[src/hdl/sle_pkg.sv]
`default_nettype none

package sle_pkg;

    localparam int CAPACITY_DEF   = 16;
    localparam int VALUE_BITS_DEF = 32;

    // Fixed widths of the transaction fields on the ports.
    localparam int ACTION_W = 2;
    localparam int STATUS_W = 2;
    localparam int COUNT_W  = 5;
    localparam int FIELD_W  = 32;

    typedef enum logic [ACTION_W-1:0] {
        ACT_INSERT       = 2'd0,
        ACT_REMOVE_FIRST = 2'd1,
        ACT_REMOVE_LAST  = 2'd2,
        ACT_REMOVE_VALUE = 2'd3
    } action_t;

    typedef enum logic [STATUS_W-1:0] {
        ST_OK        = 2'd0,
        ST_EMPTY     = 2'd1,
        ST_FULL      = 2'd2,
        ST_NOT_FOUND = 2'd3
    } status_t;

    // Per-cycle command broadcast to every cell of the chain.
    typedef struct packed {
        logic insert;     // open a slot at the first entry not below the key
        logic pull_all;   // every cell takes its right neighbor
        logic pull_ge;    // cells at or past the key take their right neighbor
    } cell_ctrl_t;

endpackage

`default_nettype wire

[src/hdl/sorted_list_engine_core.sv]
`default_nettype none

// Latency: the result strobe done is high in the cycle after start is taken.
// Throughput: one transaction per cycle; busy is never raised, because every
// cell of the chain compares and shifts its entry in the same cycle.
// Reset: rst_n clears the entry count, so the list comes up empty; entry
// cells hold no reset. The receiver cannot stall, and each result shows once.
module sorted_list_engine_core #(
    parameter int CAPACITY   = sle_pkg::CAPACITY_DEF,
    parameter int VALUE_BITS = sle_pkg::VALUE_BITS_DEF
) (
    input  wire                                 clk,
    input  wire                                 rst_n,
    input  wire                                 start,
    output logic                                busy,
    input  wire        [sle_pkg::ACTION_W-1:0]  action,
    input  wire signed [sle_pkg::FIELD_W-1:0]   operand_value,
    output logic                                done,
    output logic       [sle_pkg::STATUS_W-1:0]  status,
    output logic       [sle_pkg::COUNT_W-1:0]   entry_count,
    output logic signed [sle_pkg::FIELD_W-1:0]  smallest,
    output logic signed [sle_pkg::FIELD_W-1:0]  largest
);

    localparam int CNT_W = $clog2(CAPACITY + 1);

    logic signed [VALUE_BITS-1:0] key;
    logic signed [VALUE_BITS-1:0] cell_value [CAPACITY];
    logic        [VALUE_BITS-1:0] cell_tail  [CAPACITY];
    logic        [CAPACITY-1:0]   cell_ge;
    logic        [CAPACITY-1:0]   cell_hit;

    logic [CNT_W-1:0]     count_reg;
    logic [CNT_W-1:0]     count_next;
    logic                 done_reg;
    sle_pkg::status_t     status_reg;
    sle_pkg::status_t     status_next;
    sle_pkg::cell_ctrl_t  ctrl;

    logic                 accept;
    logic                 is_full;
    logic                 is_empty;
    logic                 found;
    logic [VALUE_BITS-1:0] head_value;
    logic [VALUE_BITS-1:0] tail_value;

    assign busy     = 1'b0;
    assign accept   = start && !busy;
    assign is_full  = count_reg == CNT_W'(CAPACITY);
    assign is_empty = count_reg == '0;
    assign found    = |cell_hit;

    generate
        if (VALUE_BITS <= sle_pkg::FIELD_W)
        begin : g_key_narrow
            assign key = operand_value[VALUE_BITS-1:0];
        end
        else
        begin : g_key_wide
            assign key = {{(VALUE_BITS - sle_pkg::FIELD_W){operand_value[sle_pkg::FIELD_W-1]}},
                          operand_value};
        end
    endgenerate

    generate
        for (genvar i = 0; i < CAPACITY; i++)
        begin : g_cell
            logic signed [VALUE_BITS-1:0] left_v;
            logic signed [VALUE_BITS-1:0] right_v;
            logic                         left_g;

            if (i == 0)
            begin : g_first
                assign left_v = key;
                assign left_g = 1'b0;
            end
            else
            begin : g_mid_left
                assign left_v = cell_value[i-1];
                assign left_g = cell_ge[i-1];
            end

            if (i == CAPACITY - 1)
            begin : g_last
                assign right_v = cell_value[i];
            end
            else
            begin : g_mid_right
                assign right_v = cell_value[i+1];
            end

            sle_cell #(
                .VALUE_BITS (VALUE_BITS),
                .CNT_W      (CNT_W),
                .IDX        (i)
            ) u_cell (
                .clk         (clk),
                .ctrl        (ctrl),
                .key         (key),
                .count       (count_reg),
                .left_value  (left_v),
                .left_ge     (left_g),
                .right_value (right_v),
                .value       (cell_value[i]),
                .ge          (cell_ge[i]),
                .hit         (cell_hit[i]),
                .tail_value  (cell_tail[i])
            );
        end
    endgenerate

    always_comb
    begin
        ctrl        = '0;
        count_next  = count_reg;
        status_next = sle_pkg::ST_OK;
        unique case (sle_pkg::action_t'(action))
            sle_pkg::ACT_INSERT:
            begin
                if (is_full)
                begin
                    status_next = sle_pkg::ST_FULL;
                end
                else
                begin
                    ctrl.insert = accept;
                    count_next  = count_reg + 1'b1;
                end
            end
            sle_pkg::ACT_REMOVE_FIRST:
            begin
                if (is_empty)
                begin
                    status_next = sle_pkg::ST_EMPTY;
                end
                else
                begin
                    ctrl.pull_all = accept;
                    count_next    = count_reg - 1'b1;
                end
            end
            sle_pkg::ACT_REMOVE_LAST:
            begin
                if (is_empty)
                begin
                    status_next = sle_pkg::ST_EMPTY;
                end
                else
                begin
                    count_next = count_reg - 1'b1;
                end
            end
            sle_pkg::ACT_REMOVE_VALUE:
            begin
                if (is_empty)
                begin
                    status_next = sle_pkg::ST_EMPTY;
                end
                else if (!found)
                begin
                    status_next = sle_pkg::ST_NOT_FOUND;
                end
                else
                begin
                    ctrl.pull_ge = accept;
                    count_next   = count_reg - 1'b1;
                end
            end
            default:
            begin
                status_next = sle_pkg::ST_OK;
            end
        endcase
    end

    always_ff @(posedge clk or negedge rst_n)
    begin
        if (!rst_n)
        begin
            count_reg  <= '0;
            done_reg   <= 1'b0;
            status_reg <= sle_pkg::ST_OK;
        end
        else
        begin
            done_reg <= accept;
            if (accept)
            begin
                count_reg  <= count_next;
                status_reg <= status_next;
            end
        end
    end

    // The tail cell is the only one that drives a nonzero tail value.
    always_comb
    begin
        tail_value = '0;
        for (int i = 0; i < CAPACITY; i++)
        begin
            tail_value = tail_value | cell_tail[i];
        end
    end

    assign head_value = is_empty ? '0 : cell_value[0];

    assign done   = done_reg;
    assign status = status_reg;

    generate
        if (CNT_W >= sle_pkg::COUNT_W)
        begin : g_cnt_trunc
            assign entry_count = count_reg[sle_pkg::COUNT_W-1:0];
        end
        else
        begin : g_cnt_ext
            assign entry_count = {{(sle_pkg::COUNT_W - CNT_W){1'b0}}, count_reg};
        end
    endgenerate

    generate
        if (VALUE_BITS >= sle_pkg::FIELD_W)
        begin : g_out_trunc
            assign smallest = head_value[sle_pkg::FIELD_W-1:0];
            assign largest  = tail_value[sle_pkg::FIELD_W-1:0];
        end
        else
        begin : g_out_ext
            assign smallest = {{(sle_pkg::FIELD_W - VALUE_BITS){head_value[VALUE_BITS-1]}},
                               head_value};
            assign largest  = {{(sle_pkg::FIELD_W - VALUE_BITS){tail_value[VALUE_BITS-1]}},
                               tail_value};
        end
    endgenerate

endmodule

`default_nettype wire

[src/hdl/sle_cell.sv]
`default_nettype none

module sle_cell #(
    parameter int VALUE_BITS = sle_pkg::VALUE_BITS_DEF,
    parameter int CNT_W      = 5,
    parameter int IDX        = 0
) (
    input  wire                          clk,
    input  wire sle_pkg::cell_ctrl_t     ctrl,
    input  wire signed [VALUE_BITS-1:0]  key,
    input  wire        [CNT_W-1:0]       count,
    input  wire signed [VALUE_BITS-1:0]  left_value,
    input  wire                          left_ge,
    input  wire signed [VALUE_BITS-1:0]  right_value,
    output logic signed [VALUE_BITS-1:0] value,
    output logic                         ge,
    output logic                         hit,
    output logic        [VALUE_BITS-1:0] tail_value
);

    logic signed [VALUE_BITS-1:0] value_reg;
    logic signed [VALUE_BITS-1:0] value_next;
    logic                         valid;
    logic                         is_tail;

    assign valid   = count > CNT_W'(IDX);
    assign is_tail = count == CNT_W'(IDX + 1);

    // An empty slot counts as not below the key, so the sorted prefix of
    // smaller entries always ends where the insert or removal point lies.
    assign ge  = !valid || (value_reg >= key);
    assign hit = valid && ge && !left_ge && (value_reg == key);

    assign value      = value_reg;
    assign tail_value = is_tail ? value_reg : '0;

    always_comb
    begin
        value_next = value_reg;
        if (ctrl.insert)
        begin
            if (ge && !left_ge)
            begin
                value_next = key;
            end
            else if (ge)
            begin
                value_next = left_value;
            end
        end
        else if (ctrl.pull_all)
        begin
            value_next = right_value;
        end
        else if (ctrl.pull_ge && ge)
        begin
            value_next = right_value;
        end
    end

    always_ff @(posedge clk)
    begin
        value_reg <= value_next;
    end

endmodule

`default_nettype wire

[config.mk]
export PLATFORM = sky130hd
export DESIGN_NAME = sorted_list_engine_core
export DESIGN_NICKNAME = d
export VERILOG_FILES = /design/src/hdl/sle_pkg.sv /design/src/hdl/sorted_list_engine_core.sv /design/src/hdl/sle_cell.sv
export SDC_FILE = /design/constraint.sdc
export NUM_CORES = 2
export LEC_CHECK = 0
export BUFFER_PORTS_ARGS = -buffer_cell sky130_fd_sc_hd__buf_4
export CAP_MARGIN = 20
export CELL_PAD_IN_SITES_DETAIL_PLACEMENT = 1
export CELL_PAD_IN_SITES_GLOBAL_PLACEMENT = 2
export CORE_MARGIN = 2
export CORE_UTILIZATION = 45
export DETAILED_ROUTE_END_ITERATION = 16
export GPL_ROUTABILITY_DRIVEN = 0
export PLACE_DENSITY = 0.89
export SYNTH_ARGS = -nofsm -noshare
export SYNTH_HDL_FRONTEND = slang
export SYNTH_SLANG_ARGS = --single-unit
[constraint.sdc]
create_clock -name clk -period 17.2 [get_ports clk]
set_clock_uncertainty 0.15 [all_clocks]
set_input_delay 5.16 -clock clk [delete_from_list [all_inputs] [get_ports clk]]
set_output_delay 5.16 -clock clk [all_outputs]
set_load 0.05 [all_outputs]
==> flow_summary.yaml <==
die:
  core-area_um2: 90300
  io_pins: 110
  die_h_um: 306
  die_x_um: 306
  initial_core_util_pct: 45.6
  dieArea_um2: 93900
  rows: 110
sta:
  hold_violations: 0
  tightestPinTransition_ns: 1.21
  slew_violations: 0
  slew_headroom_pct: 19.2
  worst_slack_ns: 5.92
  finalSetupViolCount: 0
  period_share_pct: 65.6
  rsz0062_at_grt: "false"
  setup_tns_ns: 0
  fmax_mhz: 88.7
  fin_crit_ns: 11.28
  hold_slack_ns: 0.377
synth:
  synth.cell_area_um2: 41200
  netlist_instances: 4192
  synth_edf_count: 512
  postSynth.topFlopCell: "edfxtp_1"
  async_flop_share_pct: 1.54
  syn_avg_cell_area_um2: 9.82
  yosysWarnings: 0
  synth-seq-area-share_pct: 37.8
  synth-seq-cells: 520
  synth.distinct_cells: 82
  synth_nets: 4749
routing:
  totalWireLength_um: 196000
  route.vias.total: 38900
  firstDrtPassIters: 10
  vias_per_cell: 7.20
  antenna_left: 0
  drt_iter0_drc: 6294
  drc: 0
  wl_per_cell_um: 36.3
clock_network:
  cts_repair_resize_count: 0
  cts_made_buffers: 66
  cts_max_level: 3
  clk_path_buf_depth: 3
  cts-root-buf: "clkbuf_16"
  post-cts-setup-buffers: 0
  clkLatencyLatePin_ns: 0.64
  cts_sinks: 520
  clk_pin_slew_ns: 0.06
  cts_tree: "yes"
  cts_hold_buf: 0
finish:
  mostFrequentLayoutCell: "nand2_1"
  fill_cells: 10100
  drive_above_1_share_pct: 8.89
  multi_input_area_um2: 24600
  seq_area_um2: 15600
  area_growth_pct: 10.3
  final_area_um2: 45400
  largest_reg_flops: 512
  layout.cells.non_filler: 5409
  fin_util_pct: 50.3
  nets: 4734
  final_cell_mix: "657 x nand2_1, 519 x ha_1, 512 x edfxtp_1"
pwr:
  leakage_nw: 18.8
  peakVddDrop_mv: 0.0820
  powerDensity_nw_per_um2: 104
  finalPower_mw: 4.70
worst_setup_path:
  critPathBufInv: 3
  critPathMostFrequentCell: "buf_4"
  cp-startpoint: "operand_value[12]"
  cp_data_arrival_time_ns: 11.38
  r2r_start: "entry_count[2]$_DFFE_PN0P_"
  cp_num_cells: 14
  critPathMaxStageDelay_ns: 0.99
  worst_ep_required_time_ns: 17.30
  cp-start-kind: "input pin"
  cp_max_fo: 20
  critPathKind: "in2reg"
  critical-path-top-delay-family: "compound AO/OA/AOI/OAI gates"
  cpMaxStageDelayCell: "o31ai_4"
  reg2reg_depth: 11
  end_kind: "flip-flop"
  r2r-end: "g_cell[6].u_cell.value[23]$_DFFE_PP_"
  critPathCapture: "g_cell[14].u_cell.value[13]$_DFFE_PP_"
  crit_chain: "buf_4, inv_1, ha_1, nand4_1, nor4_1, a21boi_0, nand4b_1, a41oi_1, xnor2_1, a221oi_1, o2111a_1, and2_4, o31ai_4, buf_4"
  r2r_setup_slack_ns: 9.93
placed_design:
  placed_cells: 5283
  dpl_cell_area_um2: 43200
  io_buffers: 108
  pre_cts_slack_ns: 5.76
  hpwl_um: 136000
global_routing:
  grt.busiest_layer: "met2"
  use_met1_pct: 55.0
  grt_pass1_vias: 37500
  met3_usage_pct: 11.0
  grt_pass1_wl_um: 276000
  grt_util_met2_pct: 58.7
  grt_use_total_pct: 40.7
  grt_overflow: 0
  grt_max_degree: 208
  grt_antenna_before_repair: 9
flow_run:
  cap_violations: 0
status:
  outcome: "completed"
hold_path:
  hp-class: "reg2reg"
==> cell type report <==
cell class / count / area share (%)
diodes: 2 / 0.0110
clock buffers: 92 / 3.97
clock inverters: 30 / 0.716
inverters: 67 / 0.554
multi-input cells: 3346 / 54.1
flip-flops and latches: 520 / 34.3
well taps: 1176 / 3.24
repair buffers: 176 / 3.07
==> report_power, final <==
| group | switching [mW] | internal [mW] | total (mW) | leakage [nW] |
|---|---|---|---|---|
| clock network | 0.610 | 0.815 | 1.43 | 1.04 |
| registers | 0.190 | 1.53 | 1.72 | 4.84 |
| logic | 1.04 | 0.517 | 1.55 | 12.9 |
==> worst min path at each step <==
stage / from / end / slack [ns] / cells past startpoint
after detailed placement: status[1]$_DFFE_PN0P_ / status[1]$_DFFE_PN0P_ / 0.37 / 2
after global placement: status[1]$_DFFE_PN0P_ / status[1]$_DFFE_PN0P_ / 0.35 / 2
after floorplan: g_cell[13].u_cell.value[0]$_DFFE_PP_ / g_cell[12].u_cell.value[0]$_DFFE_PP_ / 0.39 / 2
after global routing: status[1]$_DFFE_PN0P_ / status[1]$_DFFE_PN0P_ / 0.41 / 2
after CTS: status[1]$_DFFE_PN0P_ / status[1]$_DFFE_PN0P_ / 0.38 / 2
final: status[1]$_DFFE_PN0P_ / status[1]$_DFFE_PN0P_ / 0.38 / 2
==> cells in the mapped netlist (14+ instances only) <==
cell type,number,area (µm²)
nand4_1,88,551
and3_1,14,87.6
a22o_1,21,184
o21ai_0,485,2430
mux2_2,34,383
nor3_1,32,160
nor2b_1,20,125
inv_1,66,248
a222oi_1,62,621
o21ai_1,89,445
mux2i_1,481,4810
clkbuf_1,195,732
and2_1,34,213
o211ai_1,21,158
nand2_1,659,2470
edfxtp_1,512,15400
a221oi_1,57,499
buf_2,27,135
and4_1,42,368
a22oi_1,55,413
ha_1,520,6510
a21o_1,64,480
nand3_1,74,370
a21oi_1,204,1020
buf_4,30,225
a211oi_1,25,188
nor2_1,100,375
==> kinds of logic (layout without fill, tap and decap cells) <==
family / Yosys count / after routing / share of synthesized area, %
multiplexers: 515 / 515 / 12.6
buffers and inverters: 326 / 365 / 3.36
other: 1 / 3 / 0.00911
AND/OR/NAND/NOR: 1132 / 1132 / 12.7
flip-flops: 520 / 520 / 37.8
adder cells (fa/ha/maj): 520 / 520 / 15.8
XOR/XNOR: 9 / 9 / 0.191
AO/OA/AOI/OAI: 1169 / 1169 / 17.4
==> routing by layer <==
metal,wire length [µm],up-vias
li1,-,16100
met1,76500,19200
met2,80300,2948
met3,26100,679
met4,13200,8
met5,106,-
==> tightest hold or removal path: cells and delay by family (launching register included) <==
family | cells | cell delay (ns)
AOI/OAI and AO/OA | 2 | 0.14
DFF | 1 | 0.35
(Power assumes the default switching activity.)
